<file path="config.mk">
export PLATFORM = sky130hd
export DESIGN_NAME = bdc_round_sat
export DESIGN_NICKNAME = d
export VERILOG_FILES = /design/src/rtl/core/bdc_pkg.sv /design/src/rtl/core/bdc_round_sat.sv
export SDC_FILE = /design/constraint.sdc
export NUM_CORES = 1
export LEC_CHECK = 0
export ABC_AREA = 1
export BUFFER_PORTS_ARGS = -buffer_cell sky130_fd_sc_hd__buf_2
export CAP_MARGIN = 20
export CORE_MARGIN = 2
export CORE_UTILIZATION = 30
export DETAILED_ROUTE_END_ITERATION = 10
export GPL_ROUTABILITY_DRIVEN = 0
export PLACE_DENSITY_LB_ADDON = 0.3
export SYNTH_ARGS = -nofsm -noshare
export SYNTH_HDL_FRONTEND = slang
export SYNTH_SLANG_ARGS = --single-unit
</file>
<file path="constraint.sdc">
create_clock -name clk_i -period 2.4 [get_ports clk_i]
set_input_delay 0.12 -clock clk_i [delete_from_list [all_inputs] [get_ports clk_i]]
set_output_delay 0.12 -clock clk_i [all_outputs]
set_load 0.02 [all_outputs]
</file>
<file path="src/rtl/core/bdc_pkg.sv">
// package for the ballistic drag coefficient block: widths, fixed-point constants,
// the segment table of the eight standard projectile models and the segment test
// no dependencies
package bdc_pkg;

  localparam int MACH_FRAC_BITS = 16;
  localparam int CD_FRAC_BITS   = 16;
  localparam int COEF_FRAC      = 28;
  localparam int MACH_W         = 19;
  localparam int CD_W           = 20;
  localparam int MODEL_W        = 3;
  localparam int NUM_MODELS     = 8;
  localparam int NUM_SEGS       = 6;
  localparam int SEG_IDX_W      = $clog2(NUM_SEGS);
  localparam int COEF_W         = 34;
  // |c1 + m*c2| stays below 118 over the whole mach range, so 37 bits of Q28 hold it
  localparam int INNER_W        = 37;
  localparam int P1_W           = MACH_W + 1 + COEF_W;
  localparam int P2_W           = MACH_W + 1 + INNER_W;
  localparam int ACC_W          = P2_W + 2;
  localparam int CD_SHIFT       = COEF_FRAC - CD_FRAC_BITS;

  localparam longint MILLI    = 1000;
  localparam longint NANO     = 1000000000;
  localparam longint COEF_ONE = longint'(1) << COEF_FRAC;
  localparam longint CD_MAX   = (longint'(1) << (CD_W - 1)) - 1;
  localparam longint CD_MIN   = -(longint'(1) << (CD_W - 1));

  typedef enum logic [MODEL_W-1:0] {
    MODEL_G1 = 3'd0,
    MODEL_G2 = 3'd1,
    MODEL_G5 = 3'd2,
    MODEL_G6 = 3'd3,
    MODEL_G7 = 3'd4,
    MODEL_G8 = 3'd5,
    MODEL_GL = 3'd6,
    MODEL_GI = 3'd7
  } drag_model_e;

  typedef enum logic [1:0] {
    SEG_GT  = 2'd0,
    SEG_GE  = 2'd1,
    SEG_ALL = 2'd2
  } seg_kind_e;

  typedef logic signed [COEF_W-1:0]  coef_t;
  typedef logic signed [INNER_W-1:0] inner_t;
  typedef logic signed [P1_W-1:0]    prod1_t;
  typedef logic signed [P2_W-1:0]    prod2_t;

  typedef struct packed {
    seg_kind_e         kind;
    logic [MACH_W:0]   thr;
    coef_t             c0;
    coef_t             c1;
    coef_t             c2;
  } seg_t;

  // segment selection result handed to the evaluator
  typedef struct packed {
    logic [MACH_W-1:0] mach;
    coef_t             c0;
    coef_t             c1;
    coef_t             c2;
  } seg_coef_t;

  // second product and the constant term handed to the final rounding stage
  typedef struct packed {
    prod2_t prod;
    coef_t  c0;
  } horner_out_t;

  // decimal coefficient in units of 1e-9 to Q28, half away from zero
  function automatic longint q28(longint nano);
    longint mag;
    mag = (nano < 0) ? -nano : nano;
    mag = (mag * COEF_ONE + NANO / 2) / NANO;
    return (nano < 0) ? -mag : mag;
  endfunction

  // breakpoint in units of 1e-3; strict uses floor, inclusive uses ceil
  function automatic seg_t mk_seg(seg_kind_e kind, longint bp_milli, longint c0_nano,
                                  longint c1_nano, longint c2_nano);
    seg_t   s;
    longint scaled;
    scaled = bp_milli << MACH_FRAC_BITS;
    s.kind = kind;
    case (kind)
      SEG_GT:  s.thr = (MACH_W + 1)'(scaled / MILLI);
      SEG_GE:  s.thr = (MACH_W + 1)'((scaled + MILLI - 1) / MILLI);
      default: s.thr = '0;
    endcase
    s.c0 = COEF_W'(q28(c0_nano));
    s.c1 = COEF_W'(q28(c1_nano));
    s.c2 = COEF_W'(q28(c2_nano));
    return s;
  endfunction

  function automatic logic seg_hit(seg_t s, logic [MACH_W-1:0] mach);
    logic hit;
    case (s.kind)
      SEG_GT:  hit = {1'b0, mach} > s.thr;
      SEG_GE:  hit = {1'b0, mach} >= s.thr;
      default: hit = 1'b1;
    endcase
    return hit;
  endfunction

  localparam seg_t SEG_PAD = mk_seg(SEG_ALL, 0, 0, 0, 0);

  localparam seg_t SEG_TABLE [NUM_MODELS][NUM_SEGS] = '{
    '{ // G1
      mk_seg(SEG_GT,  2000, 948259000, -248367000, 34434300),
      mk_seg(SEG_GT,  1400, 679681000, 70531100, -57062800),
      mk_seg(SEG_GT,  1100, -1471970000, 64'sd3165290000, -1172820000),
      mk_seg(SEG_GT,   850, -647392000, 942106000, 180604000),
      mk_seg(SEG_GE,   550, 622489000, -1426820000, 1209450000),
      mk_seg(SEG_ALL,    0, 263732000, -165665000, 85221400)},
    '{ // G2
      mk_seg(SEG_GT,  2500, 446561000, -95854800, 7996450),
      mk_seg(SEG_GT,  1200, 701611000, -307510000, 51925600),
      mk_seg(SEG_GT,  1000, -1105010000, 64'sd2771950000, -1266670000),
      mk_seg(SEG_GT,   900, -64'sd2240370000, 64'sd2638670000, 0),
      mk_seg(SEG_GE,   700, 909969000, -1901710000, 1215240000),
      mk_seg(SEG_ALL,    0, 230276000, 210564, -127505000)},
    '{ // G5
      mk_seg(SEG_GT,  2000, 671388000, -185208000, 20450800),
      mk_seg(SEG_GT,  1100, 134374000, 437833000, -157019000),
      mk_seg(SEG_GT,   900, -924258000, 1249040000, 0),
      mk_seg(SEG_GE,   600, 654405000, -1427500000, 998463000),
      mk_seg(SEG_ALL,    0, 186386000, -34213600, -35691000),
      SEG_PAD},
    '{ // G6
      mk_seg(SEG_GT,  2000, 746228000, -255926000, 29172600),
      mk_seg(SEG_GT,  1100, 513638000, -15269000, -33122100),
      mk_seg(SEG_GT,   900, -908802000, 1258140000, 0),
      mk_seg(SEG_GE,   600, 366723000, -458435000, 337906000),
      mk_seg(SEG_ALL,    0, 264481000, -157237000, 117441000),
      SEG_PAD},
    '{ // G7
      mk_seg(SEG_GT,  1900, 439493000, -79354300, 4484770),
      mk_seg(SEG_GT,  1050, 642743000, -272545000, 49247500),
      mk_seg(SEG_GT,   900, -1696550000, 2035570000, 0),
      mk_seg(SEG_GE,   600, 353384000, -692406000, 509469000),
      mk_seg(SEG_ALL,    0, 119775000, -2311180, 2867120),
      SEG_PAD},
    '{ // G8
      mk_seg(SEG_GT,  1100, 639096000, -197471000, 21622100),
      mk_seg(SEG_GE,   925, -64'sd12905300000, 64'sd24918100000, -64'sd11619100000),
      mk_seg(SEG_ALL,    0, 210589000, -1848950, 2111070),
      SEG_PAD, SEG_PAD, SEG_PAD},
    '{ // GL
      mk_seg(SEG_GT,  1000, 286629000, 358893000, -61059800),
      mk_seg(SEG_GE,   800, 1599690000, -64'sd3946550000, 64'sd2831370000),
      mk_seg(SEG_ALL,    0, 333118000, -498448000, 474774000),
      SEG_PAD, SEG_PAD, SEG_PAD},
    '{ // GI
      mk_seg(SEG_GT,  1650, 845362000, -143989000, 11327200),
      mk_seg(SEG_GT,  1200, 630556000, 7013080, 0),
      mk_seg(SEG_GE,   700, 531976000, -1280790000, 1176280000),
      mk_seg(SEG_ALL,    0, 228200000, 0, 0),
      SEG_PAD, SEG_PAD}
  };

endpackage

</file>
<file path="src/rtl/core/bdc_round_sat.sv">
// output stage: adds the constant term, rounds to the cd format and clips
// to the signed cd range with a flag; depends on bdc_pkg
module bdc_round_sat (
  input  logic                             clk_i,
  input  logic                             rst_ni,
  input  logic                             in_valid_i,
  output logic                             in_stall_o,
  input  bdc_pkg::horner_out_t             in_data_i,
  output logic                             out_valid_o,
  input  logic                             out_stall_i,
  output logic signed [bdc_pkg::CD_W-1:0]  cd_o,
  output logic                             saturated_o
);
  import bdc_pkg::*;

  localparam logic signed [P2_W:0]  RND2 = (P2_W + 1)'(longint'(1) << (MACH_FRAC_BITS - 1));
  localparam logic signed [ACC_W:0] RND3 = (ACC_W + 1)'(longint'(1) << (CD_SHIFT - 1));
  localparam logic signed [ACC_W:0] CD_HI = (ACC_W + 1)'(CD_MAX);
  localparam logic signed [ACC_W:0] CD_LO = (ACC_W + 1)'(CD_MIN);

  logic signed [P2_W:0]    p2_rnd, p2_sh;
  logic signed [ACC_W-1:0] acc;
  logic signed [ACC_W:0]   cd_rnd, cd_full;
  logic signed [CD_W-1:0]  cd_d, cd_q;
  logic                    sat_d, sat_q;
  logic                    ready;
  logic                    valid_q;

  assign p2_rnd  = $signed({in_data_i.prod[P2_W-1], in_data_i.prod}) + RND2;
  assign p2_sh   = p2_rnd >>> MACH_FRAC_BITS;
  assign acc     = ACC_W'(p2_sh) + ACC_W'(in_data_i.c0);
  assign cd_rnd  = (ACC_W + 1)'(acc) + RND3;
  assign cd_full = cd_rnd >>> CD_SHIFT;

  always_comb begin
    if (cd_full > CD_HI) begin
      cd_d  = CD_W'(CD_MAX);
      sat_d = 1'b1;
    end else if (cd_full < CD_LO) begin
      cd_d  = CD_W'(CD_MIN);
      sat_d = 1'b1;
    end else begin
      cd_d  = CD_W'(cd_full);
      sat_d = 1'b0;
    end
  end

  assign ready      = !valid_q || !out_stall_i;
  assign in_stall_o = !ready;

  always_ff @(posedge clk_i or negedge rst_ni) begin
    if (!rst_ni) begin
      valid_q <= 1'b0;
    end else if (ready) begin
      valid_q <= in_valid_i;
    end
  end

  always_ff @(posedge clk_i) begin
    if (ready && in_valid_i) begin
      cd_q  <= cd_d;
      sat_q <= sat_d;
    end
  end

  assign out_valid_o = valid_q;
  assign cd_o        = cd_q;
  assign saturated_o = sat_q;

endmodule

</file>
==> metrics, run 1 <==
TritonCTS clock tree built; Worst path most repeated cell nand2_4; Synth async-reset ratio 0.0455; Max Cap Violations 0; Final WS setup -1560 ps; ANT nets after route 0; Die H 140 um; Sequential Power Share 0.150; net count after synthesis 1115; Critical Path End Type register; Worst Hold Class in2reg; period utilization 1.65; power density cells 372 mW/mm^2; Initial Util 0.309; Combinational Power Share 0.719; vias in the first global route 6805; final slew viol count 0; number of synthesis warnings 0; commonest cells after routing, fill and taps aside nand2_1, buf_4, inv_1, buf_2, nand2_2; ratio of cells with drive above 1 in the final layout 0.425; Post-synth EDFFs 21; global-route wire length before repair 30700 um; Fin Hold WS about 72 ps; sw frac 0.431; Congestion Overflow GR 0; nets 1425; CTS Buffer Depth 2; boundary pin count 118; Worst-Margin Slew 424 ps; most common cell after layout, fill and taps aside nand2_1; Clk pwr share 0.131; slew margin rel. 0.716; Port Buf Inserts 102; Crit Path Max Fanout 5; CTS Sinks 22; ys flop type edfxtp_1; final WL 18700 um; Worst-Skew Late Latency approximately 250 ps; CP max stage cell ha_1; antenna violations before repair 0; Inserted Diodes 0; core area 0.0181 mm^2; register area share after synthesis 0.117; Vias/cell 4.58; crit path DAT slightly below 4000 ps; #FFs+latches synth 22; fin crit period approximately 4000 ps; CP startpoint kind input port; die width 140 um; peak supply drop roughly 0.00025 V; RSZ-0062 raised after global routing true; fmax 252 MHz; Synth Instances between 900 and 1000; internal power 1.94 mW; Netlist cell types 36; Hold Vio Cnt, Final 0; Routed WL per cell 12.7 um; Worst EP required 2400 ps; post-synthesis instance area 0.00558 mm^2; Fill cells 1807; Area Growth Syn to Fin 64.3%; via count ~6800; status finished, violations left; clock skew 1.35 ps; H-tree levels 1; Switch Pwr 1.47 mW; clock slew at reported path FFs 50 ps; largest net degree at the start of global routing 22; P_leak roughly 4.8 nW; initial DRC count 290; # setup viols final 21; DP Wirelength 15400 um; post-route DRC violation count 0; critical path type in2reg; die area 0.0197 mm^2; failing checks setup timing; slowest stage delay, CP ~320 ps; clock root cell clkbuf_16; drt first pass iters 5; GRT Util Overall 0.187; CTS Buf Count 3; Site Rows between 40 and 50; Pwr Total 3.41 mW; syn avg cell area 5.96 um^2; DP Worst Slack -2170 ps
worst max-delay path, delay by kind of cell:
kind	cells	cell delay, ps
simple gates	16	1680
fa+ha+maj	3	760
compound gates	5	710
buf+inv	5	540
xor+xnor	1	140
sequential cells by signal (all words and copies together), names as in the netlist:
| register | flops |
|---|---|
| cd_o | 20 |
| out_valid_o | 1 |
| saturated_o | 1 |
what timing repair did:
item | CTS | global route
gates cloned | 4 | 2
pin swaps | 39 | 28
endpoints found under the hold margin | 1 | 0
hold buffers | 1 | 0
setup endpoints to repair | 21 | 21
buffers inserted | 15 | 9
resized for setup | 155 | 80
metal layers:
metal / GRT usage / up-vias / share of wire
met4: 0.0463 / 0 / 0.019
met5: 0 / - / 0
met1: 0.252 / 3009 / 0.47
li1: - / 3568 / -
met3: 0.0126 / 26 / 0.044
met2: 0.325 / 159 / 0.46
final timing paths:
path / startpoint / endpoint / slack, ps / cells past startpoint
min in group asynchronous: rst_ni / out_valid_o / 170 / 2
min reg2reg: out_valid_o / out_valid_o / 490 / 2
max reg2reg: out_valid_o / cd_o[18] / 1230 / 4
max: in_data_i[49] / cd_o[17] / -1560 / 30
min: in_valid_i / out_valid_o / 70 / 3
max in group asynchronous: rst_ni / out_valid_o / 2140 / 2
power groups by stage:
stage	clock network [mW]	logic, mW	registers (mW)
after floorplan	0	1.05	0.589
after global placement	0	1.91	0.521
after detailed placement	0	1.92	0.521
after CTS	0.455	2.27	0.514
after global routing	0.471	2.69	0.519
final	0.446	2.45	0.513
Yosys cell counts (2+ instances only):
| master | count | area [um^2] |
|---|---|---|
| nand2_2 | 5 | 31.3 |
| o211ai_1 | 3 | 22.5 |
| buf_6 | 4 | 45.0 |
| and2_1 | 3 | 18.8 |
| nand2_4 | 3 | 33.8 |
| nor2_2 | 4 | 25.0 |
| nor3_4 | 2 | 32.5 |
| nand2_1 | 324 | 1220 |
| nor2_1 | 92 | 345 |
| nand4_1 | 13 | 81.3 |
| inv_1 | 170 | 638 |
| nand3_1 | 36 | 180 |
| nand3b_1 | 2 | 15.0 |
| o21bai_1 | 10 | 75.1 |
| nor3_1 | 12 | 60.1 |
| xnor2_1 | 23 | 201 |
| xor2_1 | 33 | 289 |
| edfxtp_1 | 21 | 631 |
| inv_2 | 5 | 18.8 |
| nor3_2 | 2 | 20.0 |
| o21ai_1 | 2 | 10.0 |
| nor2_4 | 3 | 33.8 |
| o21ai_0 | 16 | 80.1 |
| ha_1 | 83 | 1040 |
| a31oi_1 | 2 | 12.5 |
| nand3_2 | 4 | 40.0 |
| nor4_2 | 3 | 37.5 |
| a21oi_1 | 48 | 240 |
| a21boi_0 | 2 | 15.0 |
cell families (layout without fill, tap and decap cells):
group | Yosys count | count (layout) | synth area share
AO/OA/AOI/OAI | 86 | 86 | 0.0890
XOR/XNOR | 57 | 57 | 0.0908
adder cells (fa/ha/maj) | 83 | 83 | 0.186
buffers and inverters | 179 | 485 | 0.126
flip-flops | 22 | 22 | 0.117
AND/OR/NAND/NOR | 510 | 513 | 0.391
stage by stage:
| step | area (um^2) | cells | utilization | TNS, ps |
|---|---|---|---|---|
| after floorplan | 5640 | 937 | - | -25900 |
| after global placement | 7720 | 1440 | 0.427 | -44400 |
| after detailed placement | 7720 | 1440 | 0.427 | -44540 |
| after CTS | 8760 | 1464 | 0.484 | -30600 |
| after global routing | 9170 | 1475 | 0.507 | -38140 |
| final | 9170 | 1475 | 0.507 | -31710 |
final cells by class:
cell class / count / area (um^2) / area share
Timing Repair Buffer: 306 / 2150 / 0.234
Sequential cell: 22 / 656 / 0.0715
Multi-Input combinational cell: 739 / 5320 / 0.580
Clock inverter: 1 / 30.0 / 0.00327
Inverter: 175 / 659 / 0.0719
Clock buffer: 3 / 75.1 / 0.00819
Tap cell: 229 / 287 / 0.0312
Power figures use the tool's default switching activity.
==> inputs of run 2 (changes only) <==
--- a/config.mk
+++ b/config.mk
@@ -13,6 +13,7 @@
 export DETAILED_ROUTE_END_ITERATION = 10
 export GPL_ROUTABILITY_DRIVEN = 0
 export PLACE_DENSITY_LB_ADDON = 0.3
+export SLEW_MARGIN = 20
 export SYNTH_ARGS = -nofsm -noshare
 export SYNTH_HDL_FRONTEND = slang
 export SYNTH_SLANG_ARGS = --single-unit
==> constraint.sdc (replaced) <==
create_clock -name clk_i -period 4.65 [get_ports clk_i]
set_input_delay 0.2325 -clock clk_i [delete_from_list [all_inputs] [get_ports clk_i]]
set_output_delay 0.2325 -clock clk_i [all_outputs]
set_load 0.02 [all_outputs]
==> run 2 against run 1 <==
  * The run now ends clean
  * Design area fell by 20%
  * Largest cell class unchanged
  * Sequential share of layout area rose by 1.8 points
  * Via count fell by 10%
  * Total power fell by 59%
==> metrics, run 2 (same netlist as run 1, synthesis figures left out) <==
Worst-Margin Slew 336 ps (-87.9 ps); most common cell after layout, fill and taps aside nand2_1; clock root cell clkbuf_16; status complete, no violations; crit path DAT 4280 ps (+320 ps); Worst EP required 4650 ps (+2250 ps); slew margin rel. 0.775 (+0.0594); max reg flops 20 (unchanged); fin crit period 4270 ps; grt met2 use 0.261 (-0.0637); boundary pin count 118 (unchanged); CP max stage cell nor3_4; Vias/cell 4.61 (+0.65%); clock slew at reported path FFs 50 ps (about the same); critical path type in2reg; ANT nets after route 0 (unchanged); Inserted Diodes 0 (unchanged); initial DRC count 268 (-7.6%); CP startpoint kind input port; Fin Setup TNS 0 ps (+31710 ps); Crit. Startpoint in_data_i[50]; Site Rows 49 (unchanged); Die H 140 um (unchanged); vias in the first global route 5589 (-18%); fin util 0.404 (-0.103); placed cell areas 0.00658 mm^2 (-15%); global-route wire length before repair 25900 um (-16%); Area Growth Syn to Fin 30.8%; met1 Use GR 0.230 (-0.0222); Reg area 656 um^2 (unchanged); min-delay src in_valid_i; slowest stage delay, CP 280 ps (-40 ps); core area 0.0181 mm^2 (unchanged); Port Buf Inserts 102 (unchanged); Congestion Overflow GR 0 (unchanged); largest net degree at the start of global routing 22 (unchanged); CTS Buffer Depth 2 (unchanged); final instance area 0.00730 mm^2 (-20%); via count 6077 (-10%); # setup viols final 0 (-100%); peak supply drop 0.000120 V (-51%); CTS Buf Count 3 (unchanged); antenna violations before repair 0 (unchanged); TritonCTS clock tree built; post-route DRC violation count 0 (unchanged); Critical R2R Launch out_valid_o; power density cells 192 mW/mm^2 (-48%); fmax 234 MHz; die area 0.0197 mm^2 (unchanged); Worst-Skew Late Latency 250 ps (about the same); P_leak 3.92 nW (-19%); final WL 16300 um (-13%); Max Cap Violations 0 (unchanged); DP Wirelength 14100 um (-8.5%); Worst Hold Class in2reg; Fill cells 1955 (+8.2%); CTS Sinks 22 (unchanged); clock skew 1.02 ps (-0.330 ps); Worst path most repeated cell nand2_1; met3 Use GR 0.00923 (-0.00342); drt first pass iters 7 (+2); Routed WL per cell 12.4 um (-2.8%); GRT Util Overall 0.157 (-0.0298); Critical Path End Type register; Crit Path Max Fanout 5 (unchanged); nets 1267 (-11%); commonest cells after routing, fill and taps aside nand2_1, inv_1, buf_2, nor2_1, ha_1; final slew viol count 0 (unchanged); Hold Vio Cnt, Final 0 (unchanged); die width 140 um (unchanged); ratio of cells with drive above 1 in the final layout 0.242 (-0.183); Initial Util 0.309 (unchanged); H-tree levels 1 (unchanged); multi-input logic area 0.00471 mm^2 (-11%); period utilization 0.919; layer carrying the most global-route usage met2
==> run 2: cell count changes in the layout (fill, tap and decap cells not counted), sizes merged <==
cell    change
clkbuf      +2
bufinv      -1
buf       -158
nand2       -1
==> run 2: area by class of cell <==
class | instances | share of cell area
Clock buffer | 4 | 0.0108
Timing Repair Buffer | 149 | 0.126
Multi-Input combinational cell | 738 | 0.644
Sequential cell | 22 | 0.0898
Inverter | 175 | 0.0899
Tap cell | 229 | 0.0392
==> run 2: power by group <==
part / internal (mW) / switching (mW) / total (mW)
Sequential: 0.259 / 0.00516 / 0.264
Combinational: 0.376 / 0.588 / 0.964
Clock: 0.117 / 0.0587 / 0.175
Total: 0.752 / 0.652 / 1.40
==> run 2: metal layers <==
layer	part of all wire	up-vias
met2	0.45	134
met4	0.0071	0
met1	0.51	2687
met5	0	-
met3	0.038	10
li1	-	3246
==> run 2: worst paths after layout <==
kind                          endpoint  slack [ps]  cells after the start
min reg2reg                out_valid_o         480                      2
min in group asynchronous  out_valid_o         290                      2
min                        out_valid_o         180                      3
max reg2reg                   cd_o[15]        3480                      4
max in group asynchronous  out_valid_o        4280                      2
max                            cd_o[9]         380                     33
==> run 2: metrics by stage <==
step	std cells	setup WS [ps]	hold WS [ps]	power, mW
floorplan	937	766	-63.1	0.839
global placement	1295	-61.5	7.66	1.09
detailed placement	1295	-35.0	8.77	1.10
CTS	1300	214	176	1.28
global route	1317	-41.1	209	1.53
finish	1317	376	177	1.40
==> run 2: worst max-delay path: cells and delay by family <==
| family | cells | cell delay [ps] |
|---|---|---|
| buf+inv | 5 | 480 |
| fa+ha+maj | 3 | 630 |
| xor+xnor | 1 | 190 |
| simple gates | 24 | 2730 |
==> run 2: timing repair <==
action,in CTS,in global routing
setup buffers,0,12
hold endpoints to repair,1,0
endpoints found under the setup margin,0,20
resized for setup,0,108
hold buffers,1,0
